--- src/design/mtwg_pkg.sv ---
// Shared constants, types and tempering function for the MT19937 word generator.
package mtwg_pkg;

  localparam int unsigned N_WORDS = 624;
  localparam int unsigned M_OFFSET = 397;
  localparam int unsigned IDX_W = $clog2(N_WORDS);
  localparam int unsigned WORD_W = 32;

  localparam logic [WORD_W-1:0] INIT_MULT = 32'h6C07_8965;
  localparam logic [WORD_W-1:0] MATRIX_A = 32'h9908_B0DF;
  localparam logic [WORD_W-1:0] TEMPER_B = 32'h9D2C_5680;
  localparam logic [WORD_W-1:0] TEMPER_C = 32'hEFC6_0000;
  localparam logic [WORD_W-1:0] RESET_SEED = 32'hDEAD_B08F;

  localparam logic [IDX_W-1:0] LAST_IDX = IDX_W'(N_WORDS - 1);
  localparam logic [IDX_W:0] N_WIDE = (IDX_W + 1)'(N_WORDS);
  localparam logic [IDX_W:0] M_WIDE = (IDX_W + 1)'(M_OFFSET);

  localparam logic OP_DRAW = 1'b0;
  localparam logic OP_RESEED = 1'b1;

  typedef logic [WORD_W-1:0] word_t;
  typedef logic [IDX_W-1:0] idx_t;

  // Controller to datapath
  typedef struct packed {
    logic fill_init;   // write word 0 from seed, start fill
    logic use_in_seed; // seed from input word, else the reset seed
    logic fill_mul;    // multiply step of the seeding recurrence
    logic fill_wr;     // add index and write one seeded word
    logic twist_pre;   // read word 0, clear counter
    logic twist_ld;    // latch word 0 as the current word
    logic twist_rd;    // read next and far words
    logic twist_wr;    // write one twisted word
    logic draw_out;    // temper, load output register, advance index
  } cmd_t;

  // Datapath to controller
  typedef struct packed {
    logic cnt_last;
    logic idx_zero;
    logic out_full;
  } status_t;

  function automatic word_t temper(input word_t x);
    word_t y;
    y = x;
    y = y ^ (y >> 11);
    y = y ^ ((y << 7) & TEMPER_B);
    y = y ^ ((y << 15) & TEMPER_C);
    y = y ^ (y >> 18);
    return y;
  endfunction

endpackage

--- src/design/mtwg_ctrl.sv ---
// Sequencer for seeding, twisting and drawing words.
module mtwg_ctrl (
  input  logic              clk,
  input  logic              rst_n,
  input  logic              in_valid,
  input  logic              in_op,
  output logic              in_ready,
  input  mtwg_pkg::status_t status,
  output mtwg_pkg::cmd_t    cmd
);

  localparam logic [3:0] S_INIT = 4'd0;
  localparam logic [3:0] S_IDLE = 4'd1;
  localparam logic [3:0] S_FMUL = 4'd2;
  localparam logic [3:0] S_FWR  = 4'd3;
  localparam logic [3:0] S_TPRE = 4'd4;
  localparam logic [3:0] S_TLD  = 4'd5;
  localparam logic [3:0] S_TRD  = 4'd6;
  localparam logic [3:0] S_TWR  = 4'd7;
  localparam logic [3:0] S_DRD  = 4'd8;
  localparam logic [3:0] S_DOUT = 4'd9;

  logic [3:0] state_r, state_nxt;

  always_ff @(posedge clk) begin
    if (!rst_n) begin
      state_r <= S_INIT;
    end else begin
      state_r <= state_nxt;
    end
  end

  always_comb begin
    state_nxt = state_r;
    cmd = '0;
    in_ready = 1'b0;
    unique case (state_r)
      S_INIT: begin
        cmd.fill_init = 1'b1;
        state_nxt = S_FMUL;
      end
      S_IDLE: begin
        in_ready = 1'b1;
        if (in_valid) begin
          if (in_op == mtwg_pkg::OP_RESEED) begin
            cmd.fill_init = 1'b1;
            cmd.use_in_seed = 1'b1;
            state_nxt = S_FMUL;
          end else if (status.idx_zero) begin
            state_nxt = S_TPRE;
          end else begin
            state_nxt = S_DRD;
          end
        end
      end
      S_FMUL: begin
        cmd.fill_mul = 1'b1;
        state_nxt = S_FWR;
      end
      S_FWR: begin
        cmd.fill_wr = 1'b1;
        state_nxt = status.cnt_last ? S_IDLE : S_FMUL;
      end
      S_TPRE: begin
        cmd.twist_pre = 1'b1;
        state_nxt = S_TLD;
      end
      S_TLD: begin
        cmd.twist_ld = 1'b1;
        state_nxt = S_TRD;
      end
      S_TRD: begin
        cmd.twist_rd = 1'b1;
        state_nxt = S_TWR;
      end
      S_TWR: begin
        cmd.twist_wr = 1'b1;
        state_nxt = status.cnt_last ? S_DRD : S_TRD;
      end
      S_DRD: begin
        state_nxt = S_DOUT;
      end
      S_DOUT: begin
        // hold until the output register can take the word
        if (!status.out_full) begin
          cmd.draw_out = 1'b1;
          state_nxt = S_IDLE;
        end
      end
      default: begin
        state_nxt = S_INIT;
      end
    endcase
  end

endmodule

--- config.mk ---
export PLATFORM = sky130hd
export DESIGN_NAME = mtwg_ctrl
export DESIGN_NICKNAME = d
export VERILOG_FILES = /design/src/design/mtwg_pkg.sv /design/src/design/mtwg_ctrl.sv
export SDC_FILE = /design/constraint.sdc
export NUM_CORES = 1
export LEC_CHECK = 0
export BUFFER_PORTS_ARGS = -buffer_cell sky130_fd_sc_hd__buf_2
export CORE_AREA = 2 2 39 41
export DETAILED_ROUTE_END_ITERATION = 10
export DIE_AREA = 0 0 41 43
export PLACE_DENSITY = 0.63
export SLEW_MARGIN = 20
export SYNTH_ARGS = -nofsm -noshare
export SYNTH_HDL_FRONTEND = slang
export SYNTH_SLANG_ARGS = --single-unit
--- constraint.sdc ---
create_clock -name clk -period 2 [get_ports clk]
set_input_delay 0.2 -clock clk [delete_from_list [all_inputs] [get_ports clk]]
set_output_delay 0.2 -clock clk [all_outputs]
set_load 0.02 [all_outputs]
# After elaboration in Yosys (flattened, before gate mapping)
# Index checks and enable logic that the tools add are counted.
dict set report op_classes {
  eq_ne 11
  n_mux 20
  n_reduce_logical 2
}
# op count
set ops {}
lappend ops {{4-bit one-hot mux with 10 select lines} 1}
lappend ops {{4-bit 2-to-1 mux} 5}
lappend ops {{4-bit by 3-bit equality test with 1-bit output, second input constant} 4}
lappend ops {{1-bit 2-to-1 mux} 10}
lappend ops {{4-bit by 2-bit equality test with 1-bit output, second input constant} 2}
lappend ops {{4-bit equality test, second input constant} 2}
lappend ops {{2-bit 2-to-1 mux} 3}
lappend ops {{4-bit by 1-bit equality test with 1-bit output, second input constant} 1}
lappend ops {{4-bit zero test} 1}
lappend ops {{2-bit != test, second input constant} 2}
lappend ops {{1-bit one-hot mux with 2 select lines} 1}
lappend ops {{2-bit AND reduction} 1}
dict set report totals {
  regBits 4
  inputBits 7
  out_inout_bits 10
  wordCells 34
}

# Depth between registers and ports, before layout
# Gate-level depths: netlist of the first run.
dict set report depth {
  depth_word 4
  ltp_mapped 5
  depth_no_buf 4
}

# Worst setup path before layout of the first run
# No wires, ideal clock.
dict set report synth_timing {
  path_kind {reg2out}
  start {reg state_r[2]}
  end {out cmd[0] in the netlist's numbering}
  arrival_ps 1321
  required_ps 1800
  setup_slack_ps 479
  path_stages_with_launch 4
  n_path_buf 1
  cell_sequence {dfxtp_1 -> buf_2 -> or2_2 -> nor3b_1}
}
# element line_no
set synth_lines {}
lappend synth_lines {{start, declared} mtwg_ctrl.sv:23} ;# logic [3:0] state_r, state_nxt;
lappend synth_lines {{start signal, assigned} mtwg_ctrl.sv:29} ;# state_r <= state_nxt;
lappend synth_lines {{end, declared} mtwg_ctrl.sv:9} ;# output mtwg_pkg::cmd_t cmd

==> flow_summary.yaml, run 1 <==
run_status:
  status: "finished, final reports clean"
floorplan:
  rows: 14
  core_mm2: 0.00138
  die_height_um: 43
  boundaryPins: 17
  die_w_um: 41
  start_util: 0.291
  die-area_mm2: 0.00176
drt:
  drc: 0
  drtIter0Drc: 1
  via_per_inst: 5.17
  wl_per_cell_um: 11.2
  drt_pass1_iterations: 2
  wirelength_um: 967
  ant_nets: 0
  route.vias.total: 445
final_layout:
  reg_top3: "state_r: 4 flops"
  diodes: 0
  multi_input_area_um2: 285
  largest-register: "state_r"
  postLayoutCoreUtil: 0.361
  final_area_um2: 499
  drive_gt1_frac: 0.357
  syn2layout_area_growth_pct: 23.9
  fillers: 146
  regArea_um2: 80.1
  largest_reg_flops: 4
  nets: 79
synth:
  ys_ff_latch: 4
  synthCells: 55
  syn_area_um2: 403
  ys.flop_type: "dfxtp_1"
  yosysUniqueCellTypes: 33
  seq_area_frac_synth: 0.199
  synth_top_area_share: 0.199
  synth_edf_count: 0
  ys_async_sr_fraction: 0
  yosys_warnings: 0
  synth.largest_area_cell: "dfxtp_1"
  syn_nets: 62
  synth_area_leaders: "dfxtp_1 20%, nor2_1 6.5%, nor3_1 6.2%"
  postSynthAreaPerCell_um2: 7.33
global_route:
  antenna_found_initial: 0
  grt_overflow: 0
  grt_max_degree: 20
  grt_pass1_wl_um: 1590
  grt_pass1_vias: 364
  grt_usage: 0.130
timing:
  fin_ws_ns: 0.267
  hold_viol_final: 0
  final-setup-viol-count: 0
  relSlewSlack: 0.626
  period_needed_ns: 1.73
  tns_ns: 0
  tightest_slew_ns: 0.560
  finalClockSkew_ns: 0.000818
  rsz0062_at_grt: "no"
  max_freq_mhz: 577
  drv_slew: 0
  finalCritPeriodShare: 0.866
min_path:
  min_from: "rst_n"
  hold_depth: 2
  hold_path_class: "in -> reg"
  min_to: "state_r[0]"
clocking:
  max-clock-path-buffers: 2
  clkTransAtPathRegs_ns: 0.04
  worst_skew_pair.late_latency_ns: 0.24
  cts_tree: "done"
  cts_root_buf: "clkbuf_4"
  cts-buffers-inserted: 3
  htree_levels: 1
  cts.sinks: 4
  cts-resized-gates: 0
  post_cts_buffers: 0
  hold_buffers: 0
setup_path:
  endpoint_kind: "output port"
  worst-setup-path-type: "reg -> out"
  max_stage_delay_ns: 0.38
  worstReg2RegEnd: "state_r[3]"
  r2r_slack_ns: 0.54
  crit_slowest_cell: "dfxtp_1"
  crit_fanout: 11
  crit_path_start_kind: "flop"
  cp.required_ns: 1.80
  arrival_ns: 1.53
  r2r_start: "state_r[3]"
  reg2reg_depth: 4
  crit_chain: "nand2b_2, or2_2, nor3b_1, buf_2"
pwr:
  powerDensity_mw_per_mm2: 835
  finalPower_mw: 0.417
  ir_worst_vdd_uv: 309
  p_leak_nw: 0.214
placement:
  port_buffers: 16
  pre_cts_ws_ns: 0.526
  gp_congestion: 0.687
  dp_hpwl_um: 709
  place_area_um2: 477
run:
  drv_cap: 0
layout make-up:
class	count	share of cell area
Multi-Input combinational cell	45	0.571
Timing Repair Buffer	17	0.175
Sequential cell	4	0.160
Clock buffer	3	0.0451
Tap cell	16	0.0401
Inverter	1	0.00752
layout by cell type (no fill, tap or decap), types with 2 or more instances in the layout:
cell and instances:
nor2_1 7, nand2_1 5, o21ai_0 2, clkbuf_4 3
nor3_1 5, a22oi_1 2, buf_2 16, dfxtp_1 4
nor3b_1 2
logic make-up (layout without fill, tap and decap cells):
kind of cell	after synthesis	after routing	share of synthesized area
buf+inv	6	21	0.0932
mux	1	1	0.0248
flops	4	4	0.199
compound gates	13	13	0.236
simple gates	31	31	0.447
worst max-delay path by stage:
stage	cells after the start	endpoint	slack, ns	startpoint
after floorplan	3	cmd[0]	0.48	state_r[2]
after global placement	4	cmd[0]	0.52	state_r[1]
after detailed placement	4	cmd[0]	0.53	state_r[1]
after CTS	4	cmd[0]	0.27	state_r[1]
after global routing	4	cmd[0]	0.17	state_r[1]
final	4	cmd[0]	0.27	state_r[1]
power breakdown:
part	switching (mW)	internal, mW	total, mW
Combinational	0.109	0.0871	0.196
Sequential	0.0244	0.0925	0.117
Clock	0.0370	0.0674	0.104
Total	0.170	0.247	0.417
worst max-delay path, delay by kind of cell (launching register included):
kind                   cells  cell delay (ns)
and+or+nand+nor            3             0.72
DFF                        1             0.38
buffers and inverters      1             0.19
synthesized netlist by cell type, types with 2 or more instances:
cell	count
nor2_1	7
buf_2	3
nor3b_1	2
dfxtp_1	4
nor3_1	5
a22oi_1	2
o21ai_0	2
nand2_1	5
through the flow:
stage	instances	hold slack, ns
6_report	86	0.236
3_5_place_dp	83	0.470
5_1_grt	86	0.249
4_1_cts	86	0.235
2_1_floorplan	55	0.318
3_3_place_gp	83	0.475
routing by layer:
layer  vias up  global-route usage  routed length, um
met4         0              0.0800                 13
met5         -                   0                  0
met3         2              0.0314                 67
met1       194               0.176                476
li1        235                   -                  -
met2        14               0.178                410
Power figures use the tool's default switching activity.
==> run 2: changes to the inputs <==
--- a/config.mk
+++ b/config.mk
@@ -6,10 +6,11 @@
 export NUM_CORES = 1
 export LEC_CHECK = 0
 export BUFFER_PORTS_ARGS = -buffer_cell sky130_fd_sc_hd__buf_2
+export CAP_MARGIN = 10
 export CORE_AREA = 2 2 39 41
 export DETAILED_ROUTE_END_ITERATION = 10
 export DIE_AREA = 0 0 41 43
-export PLACE_DENSITY = 0.63
+export SKIP_CTS_REPAIR_TIMING = 1
 export SLEW_MARGIN = 20
 export SYNTH_ARGS = -nofsm -noshare
 export SYNTH_HDL_FRONTEND = slang
==> run 2 against run 1 <==
First-iteration DRC count grew to 4.0 times the previous value; clock skew is 0.0043 ns higher; worst hold slack better by 0.0062 ns; clock-buffer cell count stayed put; maximum frequency is 1.1% lower; largest power group unchanged; clock power is 7% lower; cell count stayed put; die area stayed put; power is 2.0% lower; core utilization stayed put.
==> flow_summary.yaml, run 2 (synthesis gave the netlist of run 1 again) <==
floorplan:
  die_height_um: 43
  rows: 14
  boundaryPins: 17
  start_util: 0.291
  die-area_mm2: 0.00176
  core_mm2: 0.00138
  die_w_um: 41
pwr:
  intPower_mw: 0.246
  switching_share: 0.397
  clockPowerShare: 0.238
  ir_worst_vdd_uv: 347
  pwr-share-comb: 0.476
  powerDensity_mw_per_mm2: 818
  p_leak_nw: 0.214
  p_sw_mw: 0.162
  seqPwrFrac: 0.287
final_layout:
  final_area_um2: 499
  final_cell_mix: "16 x buf_2, 7 x nor2_1, 5 x nor3_1, 5 x nand2_1, 4 x dfxtp_1"
  drive_gt1_frac: 0.357
  nets: 79
  reg_top3: "state_r: 4 flops"
  layout_commonest_cell: "buf_2"
  largest_reg_flops: 4
  diodes: 0
  syn2layout_area_growth_pct: 23.9
  largest-register: "state_r"
global_route:
  grt_usage: 0.121
  grt_pass1_vias: 337
  grt_overflow: 0
  grt_max_degree: 20
  antenna_found_initial: 0
  grt_pass1_wl_um: 1440
clocking:
  cts.sinks: 4
  cts_tree: "done"
  max-clock-path-buffers: 2
  clkTransAtPathRegs_ns: 0.04
  cts_root_buf: "clkbuf_4"
  htree_levels: 1
  worst_skew_pair.late_latency_ns: 0.23
  cts-buffers-inserted: 3
timing:
  whs_ns: 0.242
  finalClockSkew_ns: 0.00515
  hold_viol_final: 0
  finalCritPeriodShare: 0.876
  rsz0062_at_grt: "no"
  relSlewSlack: 0.633
  final-setup-viol-count: 0
  period_needed_ns: 1.75
  max_freq_mhz: 570
  drv_slew: 0
  tns_ns: 0
  tightest_slew_ns: 0.549
setup_path:
  reg2reg_depth: 4
  r2r_slack_ns: 0.55
  worstSetupEndpoint: "cmd[0]"
  crit_chain: "nand2b_2, or2_2, nor3b_1, buf_2"
  worstReg2RegEnd: "state_r[3]"
  crit_slowest_cell: "dfxtp_1"
  r2r_start: "state_r[3]"
  worst-setup-path-type: "reg -> out"
  crit_path_start_kind: "flop"
  cp.required_ns: 1.80
  crit_fanout: 11
  arrival_ns: 1.55
  startpoint: "state_r[1]"
  max_stage_delay_ns: 0.38
  endpoint_kind: "output port"
drt:
  via_per_inst: 4.97
  ant_nets: 0
  drt_pass1_iterations: 4
  route.vias.total: 427
  drtIter0Drc: 4
  wirelength_um: 899
  wl_per_cell_um: 10.5
  drc: 0
placement:
  place_area_um2: 477
  port_buffers: 16
  dp_hpwl_um: 689
  gp_congestion: 0.705
run_status:
  status: "finished, final reports clean"
run:
  drv_cap: 0
min_path:
  hold_path_class: "in -> reg"
[run 2: critical path: cells and delay by family (launching register included)]
kind,cells,cell delay [ns]
and+or+nand+nor,3,0.74
DFF,1,0.38
buffers and inverters,1,0.19
[run 2: how the worst min path moves through the flow]
stage	from	to	slack [ns]	depth (start not counted)
detailed placement	rst_n	state_r[0]	0.48	2
CTS	rst_n	state_r[0]	0.24	2
floorplan	rst_n	state_r[0]	0.32	1
finish	rst_n	state_r[3]	0.24	2
global route	rst_n	state_r[0]	0.25	2
global placement	rst_n	state_r[0]	0.48	2
[run 2: power by group through the flow]
stage / clock (mW) / combinational [mW] / sequential, mW
global route: 0.111 / 0.212 / 0.121
detailed placement: 0 / 0.195 / 0.118
CTS: 0.102 / 0.196 / 0.117
global placement: 0 / 0.195 / 0.118
finish: 0.0971 / 0.194 / 0.117
floorplan: 0 / 0.168 / 0.101
[run 2: per-layer routing]
metal,global-route usage,up-vias,wire length [um]
li1,-,233,-
met1,0.148,184,437
met2,0.175,10,412
met3,0.0471,0,48
met4,0.0600,0,0
met5,0,-,0
[run 2: through the flow]
stage               utilization  total power, mW  instances  worst slack [ns]
floorplan                     -            0.270         55             0.479
global placement          0.344            0.313         83             0.519
detailed placement        0.344            0.313         83             0.488
CTS                       0.361            0.415         86             0.234
global route              0.361            0.444         86            0.0907
finish                    0.361            0.409         86             0.247
[run 2: final cells by class]
type | instances | area (um^2)
clock buffers | 3 | 22.5
fillers | 162 | 885
inverters | 1 | 3.75
multi-input cells | 45 | 285
flip-flops and latches | 4 | 80.1
well taps | 16 | 20.0
repair buffers | 17 | 87.6
==> run 3: changes to the inputs <==
--- a/config.mk
+++ b/config.mk
@@ -8,6 +8,8 @@
 export BUFFER_PORTS_ARGS = -buffer_cell sky130_fd_sc_hd__buf_2
 export CAP_MARGIN = 10
 export CORE_AREA = 2 2 39 41
+export CTS_BUF_LIST = sky130_fd_sc_hd__clkbuf_8
+export CTS_CLUSTER_DIAMETER = 120
 export DETAILED_ROUTE_END_ITERATION = 10
 export DIE_AREA = 0 0 41 43
 export SKIP_CTS_REPAIR_TIMING = 1
==> run 3 against run 2 <==
Largest power group unchanged; via count is 0.47% lower; routed wire length is 0.22% lower; critical path depth stayed put.
==> flow_summary.yaml, run 3 (synthesis gave the netlist of run 1 again) <==
timing:
  finalClockSkew_ns: 0.00158
  drv_slew: 0
  finalCritPeriodShare: 0.868
  period_needed_ns: 1.74
  relSlewSlack: 0.633
  final-setup-viol-count: 0
  hold_viol_final: 0
  max_freq_mhz: 576
  rsz0062_at_grt: "no"
  tns_ns: 0
  tightest_slew_ns: 0.549
setup_path:
  startpoint: "state_r[1]"
  worstReg2RegEnd: "state_r[3]"
  max_stage_delay_ns: 0.38
  arrival_ns: 1.54
  crit_fanout: 11
  worstSetupEndpoint: "cmd[0]"
  cp_num_cells: 4
  worst-setup-path-type: "reg -> out"
  r2r_start: "state_r[3]"
  worst-path-buf-inv: 1
  cp.required_ns: 1.80
  reg2reg_depth: 4
  crit_chain: "nand2b_2, or2_2, nor3b_1, buf_2"
  crit_path_start_kind: "flop"
  crit_slowest_cell: "dfxtp_1"
  cp_top_family: "simple AND/OR/NAND/NOR gates"
  endpoint_kind: "output port"
  r2r_slack_ns: 0.56
global_route:
  grt_pass1_vias: 329
  grt_max_degree: 20
  grt_pass1_wl_um: 1410
  grt_overflow: 0
  grt_usage: 0.115
  antenna_found_initial: 0
final_layout:
  fillers: 162
  drive_gt1_frac: 0.357
  multi_input_area_um2: 285
  syn2layout_area_growth_pct: 28.6
  regArea_um2: 80.1
  largest-register: "state_r"
  final_cell_mix: "16 x buf_2, 7 x nor2_1, 5 x nor3_1, 5 x nand2_1, 4 x dfxtp_1"
  diodes: 0
  largest_reg_flops: 4
  layout_commonest_cell: "buf_2"
  postLayoutCoreUtil: 0.374
  nets: 79
  reg_top3: "state_r: 4 flops"
run_status:
  status: "finished, final reports clean"
min_path:
  hold_path_class: "in -> reg"
  min_from: "rst_n"
drt:
  drt_pass1_iterations: 4
  drtIter0Drc: 3
  route.vias.total: 425
  via_per_inst: 4.94
  wirelength_um: 897
  ant_nets: 0
  drc: 0
  wl_per_cell_um: 10.4
placement:
  gp_congestion: 0.705
  port_buffers: 16
  dp_hpwl_um: 689
floorplan:
  die_height_um: 43
  core_mm2: 0.00138
  die_w_um: 41
  die-area_mm2: 0.00176
  boundaryPins: 17
  start_util: 0.291
  rows: 14
pwr:
  p_leak_nw: 0.222
  ir_worst_vdd_uv: 425
  powerDensity_mw_per_mm2: 917
clocking:
  cts-buffers-inserted: 3
  clkTransAtPathRegs_ns: 0.03
  cts_root_buf: "clkbuf_8"
  htree_levels: 1
  cts_tree: "done"
  cts.sinks: 4
  worst_skew_pair.late_latency_ns: 0.21
  max-clock-path-buffers: 2
run:
  drv_cap: 0
## run 3: cell types whose count changed in the layout (fill, tap and decap cells not counted)
| cell | delta |
|---|---|
| clkbuf_4 | -3 |
| clkbuf_8 | +3 |
## run 3: how the worst min path moves through the flow
stage	to	slack, ns	cells past startpoint
global placement	state_r[0]	0.48	2
floorplan	state_r[0]	0.32	1
CTS	state_r[0]	0.26	2
finish	state_r[0]	0.26	2
detailed placement	state_r[0]	0.48	2
global route	state_r[0]	0.28	2
## run 3: cell type report
cell class | count | area share
multi-input cells | 45 | 0.551
inverters | 1 | 0.00725
flip-flops and latches | 4 | 0.155
well taps | 16 | 0.0386
clock buffers | 3 | 0.0797
repair buffers | 17 | 0.169
## run 3: stage by stage
stage	power (mW)	setup WS [ns]	hold slack (ns)	area, um^2	instances
floorplan	0.270	0.479	0.318	403	55
global placement	0.313	0.519	0.480	477	83
detailed placement	0.313	0.488	0.477	477	83
CTS	0.481	0.258	0.258	518	86
global route	0.508	0.122	0.279	518	86
finish	0.475	0.265	0.262	518	86
## run 3: power breakdown
group	switching [mW]	internal, mW	total [mW]	leakage (nW)
registers	0.0246	0.0927	0.117	0.0329
clock network	0.0355	0.128	0.163	0.0216
logic	0.107	0.0870	0.194	0.167
## run 3: layer usage
layer,up-vias,share of wire,GRT usage
li1,232,-,-
met1,183,0.48,0.148
met2,10,0.46,0.175
met3,0,0.057,0.0314
met4,0,0,0.0400
met5,-,0,0
